[src/ialu_pkg.sv]
// ---------------------------------------------------------------------------
// ialu_pkg: shared types and constants of the integer ALU
// Operation codes, masks and the item structures of the command and
// response channels.
// ---------------------------------------------------------------------------
`timescale 1ns / 1ps

package ialu_pkg;

	localparam int unsigned WORD_W = 32;
	localparam int unsigned MODE_W = 5;

	// operation codes
	localparam logic [MODE_W-1:0] MODE_ADC     = 5'd0;
	localparam logic [MODE_W-1:0] MODE_ADD     = 5'd1;
	localparam logic [MODE_W-1:0] MODE_RSC     = 5'd2;
	localparam logic [MODE_W-1:0] MODE_SBC     = 5'd3;
	localparam logic [MODE_W-1:0] MODE_RSB     = 5'd4;
	localparam logic [MODE_W-1:0] MODE_SUB     = 5'd5;
	localparam logic [MODE_W-1:0] MODE_SXTB    = 5'd6;
	localparam logic [MODE_W-1:0] MODE_SXTAB   = 5'd7;
	localparam logic [MODE_W-1:0] MODE_SXTB16  = 5'd8;
	localparam logic [MODE_W-1:0] MODE_SXTAB16 = 5'd9;
	localparam logic [MODE_W-1:0] MODE_SXTH    = 5'd10;
	localparam logic [MODE_W-1:0] MODE_SXTAH   = 5'd11;
	localparam logic [MODE_W-1:0] MODE_UXTB    = 5'd12;
	localparam logic [MODE_W-1:0] MODE_UXTAB   = 5'd13;
	localparam logic [MODE_W-1:0] MODE_UXTB16  = 5'd14;
	localparam logic [MODE_W-1:0] MODE_UXTAB16 = 5'd15;
	localparam logic [MODE_W-1:0] MODE_UXTH    = 5'd16;
	localparam logic [MODE_W-1:0] MODE_UXTAH   = 5'd17;
	localparam logic [MODE_W-1:0] MODE_SEL     = 5'd18;

	// extend masks
	localparam logic [WORD_W-1:0] MASK_BYTE   = 32'h0000_00FF;
	localparam logic [WORD_W-1:0] MASK_HALF   = 32'h0000_FFFF;
	localparam logic [WORD_W-1:0] MASK_BYTE16 = 32'h00FF_00FF;

	typedef struct packed {
		logic [MODE_W-1:0] mode;
		logic [WORD_W-1:0] first_operand;
		logic [WORD_W-1:0] second_operand;
		logic [1:0]        rotate;
		logic              carry_flag;
		logic [3:0]        ge_flags;
		logic              set_flags;
		logic              dest_is_pc;
	} cmd_t;

	typedef struct packed {
		logic [WORD_W-1:0] result;
		logic              neg_flag;
		logic              zero_flag;
		logic              carry_out;
		logic              overflow_out;
		logic              flags_written;
		logic              restore_status;
	} rsp_t;

endpackage

[src/ialu_if.sv]
// ---------------------------------------------------------------------------
// ialu_if: command and response channels of the integer ALU
// Valid/ready channels; an item moves when valid and ready are both high.
// ---------------------------------------------------------------------------
`timescale 1ns / 1ps

interface ialu_cmd_if import ialu_pkg::*; ();
	logic valid;
	logic ready;
	cmd_t data;

	modport source (output valid, output data, input ready);
	modport sink   (input valid, input data, output ready);
endinterface

interface ialu_rsp_if import ialu_pkg::*; ();
	logic valid;
	logic ready;
	rsp_t data;

	modport source (output valid, output data, input ready);
	modport sink   (input valid, input data, output ready);
endinterface

[src/ialu_core.sv]
// ---------------------------------------------------------------------------
// ialu_core: datapath of the integer ALU
// One pass of add/subtract with flags, rotate and extend with optional
// accumulate, and byte select, for one registered item.
// ---------------------------------------------------------------------------
`timescale 1ns / 1ps

module ialu_core import ialu_pkg::*; (
	input  cmd_t cmd,
	output rsp_t rsp
);

	logic              arith;
	logic [WORD_W-1:0] add_a;
	logic [WORD_W-1:0] add_b;
	logic              add_cin;
	logic [WORD_W:0]   sum;
	logic [WORD_W-1:0] sum_lo;
	logic              sum_v;

	logic [WORD_W-1:0] rm;
	logic [WORD_W-1:0] ext;
	logic              acc;
	logic              dual;
	logic [WORD_W-1:0] acc_val;
	logic [16:0]       ext_lo;
	logic [15:0]       ext_hi;
	logic [WORD_W-1:0] sel_val;
	logic [WORD_W-1:0] res;
	logic              fw;

	// pick adder operands: reversed forms swap and invert the first operand
	always_comb begin
		arith   = 1'b1;
		add_a   = cmd.first_operand;
		add_b   = ~cmd.second_operand;
		add_cin = 1'b1;
		case (cmd.mode)
			MODE_ADC: begin
				add_b   = cmd.second_operand;
				add_cin = cmd.carry_flag;
			end
			MODE_ADD: begin
				add_b   = cmd.second_operand;
				add_cin = 1'b0;
			end
			MODE_RSC: begin
				add_a   = cmd.second_operand;
				add_b   = ~cmd.first_operand;
				add_cin = cmd.carry_flag;
			end
			MODE_SBC: add_cin = cmd.carry_flag;
			MODE_RSB: begin
				add_a = cmd.second_operand;
				add_b = ~cmd.first_operand;
			end
			MODE_SUB: add_cin = 1'b1;
			default:  arith = 1'b0;
		endcase
	end

	assign sum    = {1'b0, add_a} + {1'b0, add_b} + {{WORD_W{1'b0}}, add_cin};
	assign sum_lo = sum[WORD_W-1:0];
	assign sum_v  = ~(add_a[WORD_W-1] ^ add_b[WORD_W-1]) & (add_a[WORD_W-1] ^ sum_lo[WORD_W-1]);

	// rotate right by whole bytes
	always_comb begin
		case (cmd.rotate)
			2'd1:    rm = {cmd.second_operand[7:0],  cmd.second_operand[31:8]};
			2'd2:    rm = {cmd.second_operand[15:0], cmd.second_operand[31:16]};
			2'd3:    rm = {cmd.second_operand[23:0], cmd.second_operand[31:24]};
			default: rm = cmd.second_operand;
		endcase
	end

	// extend the rotated value; mark accumulate and dual-halfword forms
	always_comb begin
		ext  = '0;
		acc  = 1'b0;
		dual = 1'b0;
		case (cmd.mode)
			MODE_SXTB, MODE_SXTAB: begin
				ext = {{24{rm[7]}}, rm[7:0]};
				acc = (cmd.mode == MODE_SXTAB);
			end
			MODE_SXTB16, MODE_SXTAB16: begin
				ext  = {{8{rm[23]}}, rm[23:16], {8{rm[7]}}, rm[7:0]};
				acc  = (cmd.mode == MODE_SXTAB16);
				dual = 1'b1;
			end
			MODE_SXTH, MODE_SXTAH: begin
				ext = {{16{rm[15]}}, rm[15:0]};
				acc = (cmd.mode == MODE_SXTAH);
			end
			MODE_UXTB, MODE_UXTAB: begin
				ext = rm & MASK_BYTE;
				acc = (cmd.mode == MODE_UXTAB);
			end
			MODE_UXTB16, MODE_UXTAB16: begin
				ext  = rm & MASK_BYTE16;
				acc  = (cmd.mode == MODE_UXTAB16);
				dual = 1'b1;
			end
			MODE_UXTH, MODE_UXTAH: begin
				ext = rm & MASK_HALF;
				acc = (cmd.mode == MODE_UXTAH);
			end
			default: ext = '0;
		endcase
	end

	// accumulate as two halves; break the carry for dual-halfword forms
	assign acc_val = acc ? cmd.first_operand : '0;
	assign ext_lo  = {1'b0, acc_val[15:0]} + {1'b0, ext[15:0]};
	assign ext_hi  = acc_val[31:16] + ext[31:16] + {15'b0, ext_lo[16] & ~dual};

	// byte select under the greater-or-equal flags
	always_comb begin
		for (int i = 0; i < 4; i++) begin
			sel_val[8*i +: 8] = cmd.ge_flags[i] ? cmd.first_operand[8*i +: 8]
			                                    : cmd.second_operand[8*i +: 8];
		end
	end

	// choose the result
	always_comb begin
		if (arith) begin
			res = sum_lo;
		end else if (cmd.mode == MODE_SEL) begin
			res = sel_val;
		end else if (cmd.mode >= MODE_SXTB && cmd.mode <= MODE_UXTAH) begin
			res = {ext_hi, ext_lo[15:0]};
		end else begin
			res = '0;
		end
	end

	assign fw = arith & cmd.set_flags & ~cmd.dest_is_pc;

	assign rsp.result         = res;
	assign rsp.neg_flag       = fw & res[WORD_W-1];
	assign rsp.zero_flag      = fw & (res == '0);
	assign rsp.carry_out      = fw & sum[WORD_W];
	assign rsp.overflow_out   = fw & sum_v;
	assign rsp.flags_written  = fw;
	assign rsp.restore_status = arith & cmd.set_flags & cmd.dest_is_pc;

endmodule

[src/integer_alu_add_sub_extend_select.sv]
// ---------------------------------------------------------------------------
// integer_alu_add_sub_extend_select: 32-bit integer ALU
// Input register, one pass of ALU logic, result register.
// ---------------------------------------------------------------------------
// Takes one item per clock unless the response side stalls. Once accepted,
// the command lands in an input register, the ALU logic works on
// it, and the result register drives the response channel. Both registers
// advance whenever they are empty or the stage after them moves, so ready
// on the command side follows response ready through the two stages and
// the block streams back to back with no bubbles. Flags are zero unless
// flags_written is set; undefined operation codes return all zeros.
// ---------------------------------------------------------------------------
`timescale 1ns / 1ps

module integer_alu_add_sub_extend_select import ialu_pkg::*; (
	input logic              clk,
	input logic              arst_n,
	ialu_cmd_if.sink         cmd,
	ialu_rsp_if.source       rsp
);

	logic valid_s1;
	cmd_t data_s1;
	logic valid_s2;
	rsp_t data_s2;
	rsp_t core_rsp;
	logic adv_s1;
	logic adv_s2;

	// advance each stage when it is empty or its item moves on
	assign adv_s2    = ~valid_s2 | rsp.ready;
	assign adv_s1    = ~valid_s1 | adv_s2;
	assign cmd.ready = adv_s1;

	// hold valid bits
	always_ff @(posedge clk or negedge arst_n) begin
		if (!arst_n) begin
			valid_s1 <= 1'b0;
			valid_s2 <= 1'b0;
		end else begin
			if (adv_s1) valid_s1 <= cmd.valid;
			if (adv_s2) valid_s2 <= valid_s1;
		end
	end

	// capture payloads
	always_ff @(posedge clk) begin
		if (adv_s1) data_s1 <= cmd.data;
		if (adv_s2) data_s2 <= core_rsp;
	end

	ialu_core u_core (
		.cmd (data_s1),
		.rsp (core_rsp)
	);

	assign rsp.valid = valid_s2;
	assign rsp.data  = data_s2;

	// a stalled input item stays put
	a_hold_s1: assert property (@(posedge clk) disable iff (!arst_n)
		valid_s1 && !adv_s2 |=> valid_s1 && $stable(data_s1))
		else $error("input stage item changed while stalled");

	// flags only appear with flags_written
	a_flags_gated: assert property (@(posedge clk) disable iff (!arst_n)
		valid_s2 && !data_s2.flags_written |-> !data_s2.neg_flag && !data_s2.zero_flag
			&& !data_s2.carry_out && !data_s2.overflow_out)
		else $error("flags set without flags_written");

	// flag write and status restore exclude each other
	a_fw_rs: assert property (@(posedge clk) disable iff (!arst_n)
		valid_s2 |-> !(data_s2.flags_written && data_s2.restore_status))
		else $error("flags_written and restore_status both set");

	// negative flag tracks the result sign
	a_neg: assert property (@(posedge clk) disable iff (!arst_n)
		valid_s2 && data_s2.flags_written |-> data_s2.neg_flag == data_s2.result[31])
		else $error("neg_flag disagrees with result");

endmodule

[src/flat_wrapper.sv]
// flat-port wrapper written by rule: the top's interface ports become plain ports
module integer_alu_add_sub_extend_select_flat import ialu_pkg::*;
  (clk, arst_n, cmd_valid, cmd_data, cmd_ready, rsp_valid, rsp_data, rsp_ready);
  ialu_cmd_if cmd_i ();
  ialu_rsp_if rsp_i ();
  input logic clk;
  input logic arst_n;
  input wire logic [$bits(cmd_i.valid)-1:0] cmd_valid;
  input wire logic [$bits(cmd_i.data)-1:0] cmd_data;
  output wire logic [$bits(cmd_i.ready)-1:0] cmd_ready;
  output wire logic [$bits(rsp_i.valid)-1:0] rsp_valid;
  output wire logic [$bits(rsp_i.data)-1:0] rsp_data;
  input wire logic [$bits(rsp_i.ready)-1:0] rsp_ready;
  assign cmd_i.valid = cmd_valid;
  assign cmd_i.data = cmd_data;
  assign cmd_ready = cmd_i.ready;
  assign rsp_valid = rsp_i.valid;
  assign rsp_data = rsp_i.data;
  assign rsp_i.ready = rsp_ready;
  integer_alu_add_sub_extend_select u_core (.clk(clk), .arst_n(arst_n), .cmd(cmd_i), .rsp(rsp_i));
endmodule
[config.mk]
export PLATFORM = sky130hd
export DESIGN_NAME = integer_alu_add_sub_extend_select_flat
export DESIGN_NICKNAME = d
export VERILOG_FILES = /design/src/ialu_pkg.sv /design/src/ialu_if.sv /design/src/ialu_core.sv /design/src/integer_alu_add_sub_extend_select.sv /design/src/flat_wrapper.sv
export SDC_FILE = /design/constraint.sdc
export NUM_CORES = 1
export LEC_CHECK = 0
export BUFFER_PORTS_ARGS = -buffer_cell sky130_fd_sc_hd__buf_2
export CORE_ASPECT_RATIO = 1.1
export CORE_MARGIN = 4
export CORE_UTILIZATION = 40
export CTS_CLUSTER_DIAMETER = 100
export DETAILED_ROUTE_END_ITERATION = 12
export GPL_TIMING_DRIVEN = 0
export PLACE_DENSITY_LB_ADDON = 0.08
export SLEW_MARGIN = 15
export SYNTH_ARGS = -nofsm -noshare
export SYNTH_HDL_FRONTEND = slang
export SYNTH_SLANG_ARGS = --single-unit
[constraint.sdc]
create_clock -name clk -period 8.81 [get_ports clk]
set_input_delay 2.2025 -clock clk [delete_from_list [all_inputs] [get_ports clk]]
set_output_delay 2.2025 -clock clk [all_outputs]
set_load 0.05 [all_outputs]
* After elaboration in Yosys (flattened, before gate mapping)
Index checks and enable logic that the tools add are counted.
W data, S select, Z words.
** Storage, ports and cells
- Logic and storage cells :: 95
- Output and inout port bits :: 40
- Register bits after elaboration :: 118
** Cells by class
- $lt $le $gt $ge :: 2
- Reductions and logical operators :: 14
- Mux-type cells :: 16
- Bitwise operators :: 20
- Equal/unequal tests :: 21
- Add/sub/neg operators :: 5
** Operators by type and width (count)
- $pmux W32 S6 :: 1
- $mux W32 :: 5
- $pmux W24 S3 :: 1
- $not A32 Y32 :: 2
- $pmux W32 S2 :: 1
- $eq A5 B4 Y1 const B :: 8
- $add A32 B32 Y33 :: 1
- $add A33 B1 Y33 :: 1
- $logic_not A32 Y1 :: 1
- $mux W8 :: 4
- $eq A5 B3 Y1 const B :: 4
- $add A16 B16 Y17 :: 1
- $add A16 B1 Y16 :: 1
- $add A16 B16 Y16 :: 1
- $reduce_or A2 Y1 :: 8
- $eq A5 B5 Y1 const B :: 3
- $eq A5 B2 Y1 const B :: 2
- $and A1 B1 Y1 :: 9
- $pmux W1 S6 :: 1
- $reduce_or A6 Y1 :: 1
- $eq A5 B1 Y1 const B :: 1
- $ge A5 B3 Y1 const B :: 1
- $le A5 B5 Y1 const B :: 1
- $logic_not A5 Y1 :: 1
- other kinds (10) :: 18

* Longest topological paths before layout
Gate-level depths: netlist of run 1.
- Depth in word-level cells :: 12
- Gate-level depth with buffers :: 32
- Gate-level depth less buffers :: 29

* Cells and area by module
A second synthesis of run 1 with hierarchy kept.
** Second synthesis, totals
- Cells, all modules :: 1079
- Area, all modules :: 9824.4 um^2
** By module, submodules not included
- ialu_core :: cells each 956, times used 1, seq. area each 0.0 um^2, area an instance 6256.0 um^2
- integer_alu_add_sub_extend_select :: cells each 123, times used 1, seq. area each 3533.4 um^2, area an instance 3568.4 um^2

* Least setup slack after synthesis of run 1
OpenSTA, ideal clock, no wires.
- Path kind :: register -> register
- Start :: register u_core.data_s1[75] (netlist name)
- End :: register u_core.data_s2 (netlist bit u_core.rsp.data[4]) (data pin)
- Path buffers :: 4
- Arrival time :: 6.613 ns
- Required time :: 8.640 ns
- Setup time :: 0.170 ns
- Path slack :: 2.028 ns
- Cell stages (with the launch flop) :: 31
- Path through :: edfxtp_1 buf_4 o32ai_1 clkbuf_1 clkbuf_1 clkbuf_1 and3_1 ha_1 a21oi_1 o22ai_1 o21ai_0 nand2_1 nand4_1 nand2_1 a21o_1 a21o_1 a21oi_1 a21oi_1 fa_1 fa_1 a211oi_2 o21bai_1 a41o_1 a31oi_4 o21ai_2 xnor2_1 nor2_1 or4_4 nor4_1 nand4b_1 nor4_2
** RTL lines
- start: declaration :: line integer_alu_add_sub_extend_select.sv:23 : cmd_t data_s1;
- start signal: assignment :: line integer_alu_add_sub_extend_select.sv:48 : if (adv_s1) data_s1 <= cmd.data;
- end signal: assignment :: line integer_alu_add_sub_extend_select.sv:49 : if (adv_s2) data_s2 <= core_rsp;
- end: declaration :: line integer_alu_add_sub_extend_select.sv:25 : rsp_t data_s2;

==> summary.md, run 1 <==
| Metric | Value |
|---|---|
| Initial Util | 0.4104 |
| Final setup vio count | 0 |
| Data required, critical path | 9.06 ns |
| Number of diodes | 0 |
| Most frequent CP cell | a21oi_1 |
| Post-synthesis average cell area | 8.948 sq um |
| Largest net degree at the start of global routing | 35 |
| Most used DFF post-synth | edfxtp_1 |
| Worst setup SP type | flip-flop |
| Cells after synthesis | 1097 |
| Synth top cells by count | 170 x nand2_1, 116 x edfxtp_1, 81 x a21oi_1, 80 x nor2_1, 62 x o21ai_0 |
| WS Path Type | flip-flop to flip-flop |
| Maximum VDD drop | 0.0001156 V |
| Post-synth EDFFs | 116 |
| Die Width | 157.4 microns |
| Crit path arrival time | 8.55 ns |
| CP endpoint kind | flip-flop |
| Unique masters post-synth | 74 |
| Routed WL | 33.96 mm |
| Via count | 9116 |
| Synth area leader | edfxtp_1 |
| Gr usage total | 0.2495 |
| Detailed Routing Iterations Pass 1 | 5 |
| Max_cap viols | 0 |
| TritonCTS buffer count | 17 |
| Post-synth ARST share | 0.01695 |
| Top-count cell post-synth | nand2_1 |
| Post-layout min period | 8.300 ns |
| Min-Delay Path Class | flip-flop to flip-flop |
| Critical path's top delay family | compound AO/OA/AOI/OAI gates |
| Post-synthesis register bit count | 118 |
| Register area share after synthesis | 0.3600 |
| Outcome | finished, final reports clean |
| Area after DPL | 10940 sq um |
| Worst-margin pin slew | 0.8802 ns |
| Slew margin rel. | 0.4132 |
| Leakage power | 5.015 nW |
| RSZ-0062 raised after global routing | no |
| Ratio of cells with drive above 1 in the final layout | 0.1598 |
| Residual DRC count | 0 |
| Largest cells by area after synthesis | edfxtp_1 35%, ha_1 7.8%, nand2_1 6.5% |
| Clock buffer depth | 2 |
| Slowest cell delay on critical path | 0.58 ns |
| Initial antenna violation count | 0 |
| Post-route ant nets | 0 |
| Detailed placer's ending HPWL | 26.77 mm |
| Core area | 23920 sq um |
| First-pass GRT wire length | 50.98 mm |
| # Post-CTS Setup Buffers | 0 |
| WP buf/inv | 5 |
| Crit-path slowest cell | or4_4 |
| DRT iter0 DRCs | 867 |
| TritonCTS clock tree | done |
| Nets | 1393 |
| WHS | 0.4717 ns |
| RD Place Congestion | 0.9704 |
| Max Slew Vio Count | 0 |
| Rows | 59 |
| Die area | 27110 sq um |
| Crit share post-route | 0.9421 |
| WL/cell | 21.73 microns |
| Synth warn | 0 |
| Max FO, Critical Path | 10 |
| I/O Buffers | 121 |
| Syn Nets | 1245 |
| I/O pins | 122 |
| Grt ovf | 0 |
| Synthesized area | 9816 sq um |
| Final hold violation count | 0 |
| Design area | 11530 sq um |
| F_max | 120.5 MHz |
| Top cell type's share of synthesized area | 0.3549 |
| Reg-to-reg setup timing slack | 0.51 ns |
| Vias/cell | 5.832 |
| Chip height | 172.3 microns |
| Worst-path clk slew | 0.06 ns |
| CTS sink count | 118 |
| Skew final | 0.01668 ns |
| CTS H-tree depth | 4 |
| Clock latency on the worst-skew pair | 0.43 ns |
| Number of global-route vias before repair | 8453 |
| Root buffer cell | clkbuf_16 |
| Pwr per Cell Area | 204.6 nW/um^2 |
| Area growth syn-to-layout | 17.48% |
worst paths after layout:
kind / endpoint / from / cells after the start
max in group asynchronous: u_core.valid_s1 / arst_n / 1
min in group asynchronous: u_core.rsp.valid / arst_n / 1
setup / recovery: u_core.rsp.data[4] / u_core.data_s1[75] / 31
hold / removal: u_core.rsp.valid / u_core.valid_s1 / 1
hold reg to reg: u_core.rsp.valid / u_core.valid_s1 / 1
setup reg to reg: u_core.rsp.data[4] / u_core.data_s1[75] / 31
logic make-up after synthesis:
family / share of synthesized area
buffers and inverters: 0.03722
multiplexers: 0.07075
flip-flops: 0.3600
XOR/XNOR: 0.04015
adder cells (fa/ha/maj): 0.08795
AND/OR/NAND/NOR: 0.1898
AO/OA/AOI/OAI: 0.2142
per-layer routing:
metal  track usage  up-vias  wire length [microns]
met1        0.3717     4257                  16000
met2        0.3748      390                  14570
met3       0.03680       41                   2553
met5             0        -                      0
met4       0.07520        0                    842
li1              -     4428                      -
cells in the final DEF, fill, tap and decap left out, types with 25 or more instances in the layout:
cell type,Yosys,final
o221ai_1,41,41
ha_1,61,61
clkbuf_1,51,50
and3_1,37,37
edfxtp_1,116,116
o21ai_0,62,62
nor2_1,80,80
xnor2_1,26,26
buf_2,6,127
a21o_1,25,25
mux2i_1,57,57
a21oi_1,81,81
nand2_1,170,170
power by group:
group          internal [W]  total [W]  leakage, nW  switching [W]
combinational      0.000304   0.000890         3.51       0.000586
sequential         0.000696   0.000753         1.22      0.0000572
clock              0.000423   0.000717        0.283       0.000293
repair_timing:
action	4_1_cts	5_1_grt
gates resized for setup	0	2
setup endpoints to repair	0	1
hold buffers	0	0
worst register-to-register path: cells and delay by family (launching register included):
| family | cells | cell delay, ns |
|---|---|---|
| AO/OA/AOI/OAI | 13 | 2.52 |
| AND/OR/NAND/NOR | 9 | 2.04 |
| buffers and inverters | 5 | 1.76 |
| adder cells (fa/ha/maj) | 3 | 1.15 |
| flip-flops | 1 | 0.41 |
| XOR/XNOR | 1 | 0.25 |
through the flow:
stage          setup TNS (ns)  power, W    util  setup slack (ns)  cells
2_1_floorplan               0  0.001382       -             2.028   1097
3_3_place_gp          -0.4518  0.001624  0.4517           -0.4518   1523
3_5_place_dp                0  0.001634  0.4572            0.4126   1531
4_1_cts                     0  0.002360  0.4821            0.3730   1563
5_1_grt                     0  0.002484  0.4821           0.05134   1563
6_report                    0  0.002359  0.4821            0.5100   1563
state kept, by name, summed over array words and instances, names as in the netlist:
name              flops
u_core.data_s1       78
u_core.rsp.data      38
u_core.rsp.valid      1
u_core.valid_s1       1
cell type report:
type	count	area (sq um)
buffer	68	280.3
timing repair buffer	129	715.7
tap	305	381.6
inverter	23	86.33
fill	2371	12390
multi-input combinational	888	5939
sequential	118	3533
clock inverter	15	168.9
clock buffer	17	425.4
(Power assumes the default switching activity.)
==> inputs of run 2 (changes only) <==
--- a/config.mk
+++ b/config.mk
@@ -13,6 +13,7 @@
 export DETAILED_ROUTE_END_ITERATION = 12
 export GPL_TIMING_DRIVEN = 0
 export PLACE_DENSITY_LB_ADDON = 0.08
+export RECOVER_POWER = 25
 export SLEW_MARGIN = 15
 export SYNTH_ARGS = -nofsm -noshare
 export SYNTH_HDL_FRONTEND = slang
==> run 2 against run 1 <==
Effect of this change: the flow now finishes with violations (capacitance limit, slew limit); largest power group unchanged; non-clock buffer count did not move; clock skew fell by 0.0022 ns; sequential share of layout area barely moved; first-iteration DRC count rose by 1.3%; hold slack barely moved; maximum frequency rose by 0.14%; critical endpoint unchanged; design area fell by 0.12%; global-route usage did not move; die area did not move; clock power barely moved; power barely moved; critical path depth did not move.
==> summary.md, run 2 (synthesis results as in run 1) <==
| Metric | Value |
|---|---|
| Outcome | finished with violations |
| Failing checks | capacitance limit, slew limit |
| Clock buffer depth | 2 |
| Slew margin rel. | -0.2482 |
| Vias/cell | 5.776 |
| Max Slew Vio Count | 8 |
| Top reg by flops | u_core.data_s1 |
| First-pass GRT wire length | 50.98 mm |
| Final worst setup slack | 0.5213 ns |
| Min-Delay Path Class | flip-flop to flip-flop |
| Grt ovf | 0 |
| Crit path arrival time | 8.55 ns |
| Number of diodes | 0 |
| RSZ-0062 raised after global routing | no |
| Pre-CTS setup slack | 0.4126 ns |
| Die area | 27110 sq um |
| Hold_buf cts | 0 |
| Fillers | 2374 |
| Reg-to-reg setup timing slack | 0.52 ns |
| Hold EP | u_core.rsp.valid |
| Detailed Routing Iterations Pass 1 | 6 |
| Rows | 59 |
| Routed WL | 33.95 mm |
| Largest net degree at the start of global routing | 35 |
| Initial antenna violation count | 0 |
| WS Path Type | flip-flop to flip-flop |
| DRT iter0 DRCs | 878 |
| Final setup vio count | 0 |
| Worst r2r path cells | 31 |
| Crit share post-route | 0.9408 |
| WL/cell | 21.72 microns |
| Clock latency on the worst-skew pair | 0.43 ns |
| Die Width | 157.4 microns |
| CP endpoint kind | flip-flop |
| Worst r2r src | u_core.data_s1[75] |
| Residual DRC count | 0 |
| Leakage power | 5.011 nW |
| Design area | 11520 sq um |
| CTS sink count | 118 |
| Data required, critical path | 9.07 ns |
| Reg2reg end | u_core.rsp.data[4] |
| Pwr per Cell Area | 204.8 nW/um^2 |
| Most common cell after layout, fill and taps aside | nand2_1 |
| Post-layout min period | 8.289 ns |
| Most frequent CP cell | a21oi_1 |
| Crit-path slowest cell | or4_4 |
| Ratio of cells with drive above 1 in the final layout | 0.1582 |
| Design Power | 0.002359 W |
| Min-delay src | u_core.valid_s1 |
| I/O pins | 122 |
| I/O Buffers | 121 |
| F_max | 120.6 MHz |
| Maximum VDD drop | 0.0001162 V |
| Number of global-route vias before repair | 8453 |
| TritonCTS buffer count | 17 |
| Post-route ant nets | 0 |
| Area growth syn-to-layout | 17.34% |
| Hold Path Stages | 1 |
| Core area | 23920 sq um |
| WP buf/inv | 5 |
| Slowest cell delay on critical path | 0.58 ns |
| Detailed placer's ending HPWL | 26.77 mm |
| Area after DPL | 10940 sq um |
| Most frequent cells in the layout | 170 x nand2_1, 126 x buf_2, 116 x edfxtp_1, 81 x a21oi_1, 80 x nor2_1 |
| RD Place Congestion | 0.9704 |
| Nets | 1393 |
| Chip height | 172.3 microns |
| Final hold violation count | 0 |
| Worst-margin pin slew | 1.861 ns |
| Skew final | 0.01446 ns |
| Critical path's top delay family | compound AO/OA/AOI/OAI gates |
| Largest register FFs | 78 |
| Gr usage total | 0.2495 |
| CTS H-tree depth | 4 |
| Max FO, Critical Path | 10 |
| Initial Util | 0.4104 |
| Max_cap viols | 1 |
| Via count | 9028 |
| WHS | 0.4716 ns |
| Worst-path clk slew | 0.06 ns |
| Root buffer cell | clkbuf_16 |
| TritonCTS clock tree | done |
| Worst setup SP type | flip-flop |
run 2: routing by layer:
layer	global-route usage	vias up	part of all wire
li1	-	4429	-
met1	0.3717	4211	0.48
met2	0.3748	349	0.43
met3	0.03680	39	0.071
met4	0.07520	0	0.024
met5	0	-	0
run 2: per-stage QoR:
step                std cells  TNS (ns)    util
finish                   1563         0  0.4815
global route             1563         0  0.4815
CTS                      1563         0  0.4821
detailed placement       1531         0  0.4572
global placement         1523   -0.4518  0.4517
floorplan                1097         0       -
run 2: report_power, final:
part           leakage (nW)  switching (W)  internal (W)  total [W]
Sequential             1.22      0.0000570      0.000696   0.000753
Clock                 0.283       0.000294      0.000423   0.000717
Combinational          3.51       0.000586      0.000304   0.000889
run 2: timing repair:
action	in CTS	in global routing
gates resized for setup	0	2
buffers inserted	0	0
setup endpoints to repair	0	1
endpoints found under the hold margin	0	0
run 2: worst max path at each step:
stage,cells after the start,end,start
2_1_floorplan,30,u_core.rsp.data[4],u_core.data_s1[75]
3_3_place_gp,30,u_core.rsp.data[4],u_core.data_s1[75]
3_5_place_dp,31,u_core.rsp.data[4],u_core.data_s1[75]
4_1_cts,31,u_core.rsp.data[4],u_core.data_s1[75]
5_1_grt,31,u_core.rsp.data[4],u_core.data_s1[75]
6_report,31,u_core.rsp.data[4],u_core.data_s1[75]
run 2: final cells by class:
| type | count | area (sq um) | share of cell area |
|---|---|---|---|
| repair buffers | 129 | 714.4 | 0.06203 |
| clock buffers | 17 | 425.4 | 0.03694 |
| flip-flops and latches | 118 | 3533 | 0.3068 |
| clock inverters | 15 | 168.9 | 0.01467 |
| inverters | 23 | 86.33 | 0.007496 |
| multi-input cells | 888 | 5927 | 0.5146 |
| well taps | 305 | 381.6 | 0.03313 |
| plain buffers | 68 | 280.3 | 0.02433 |
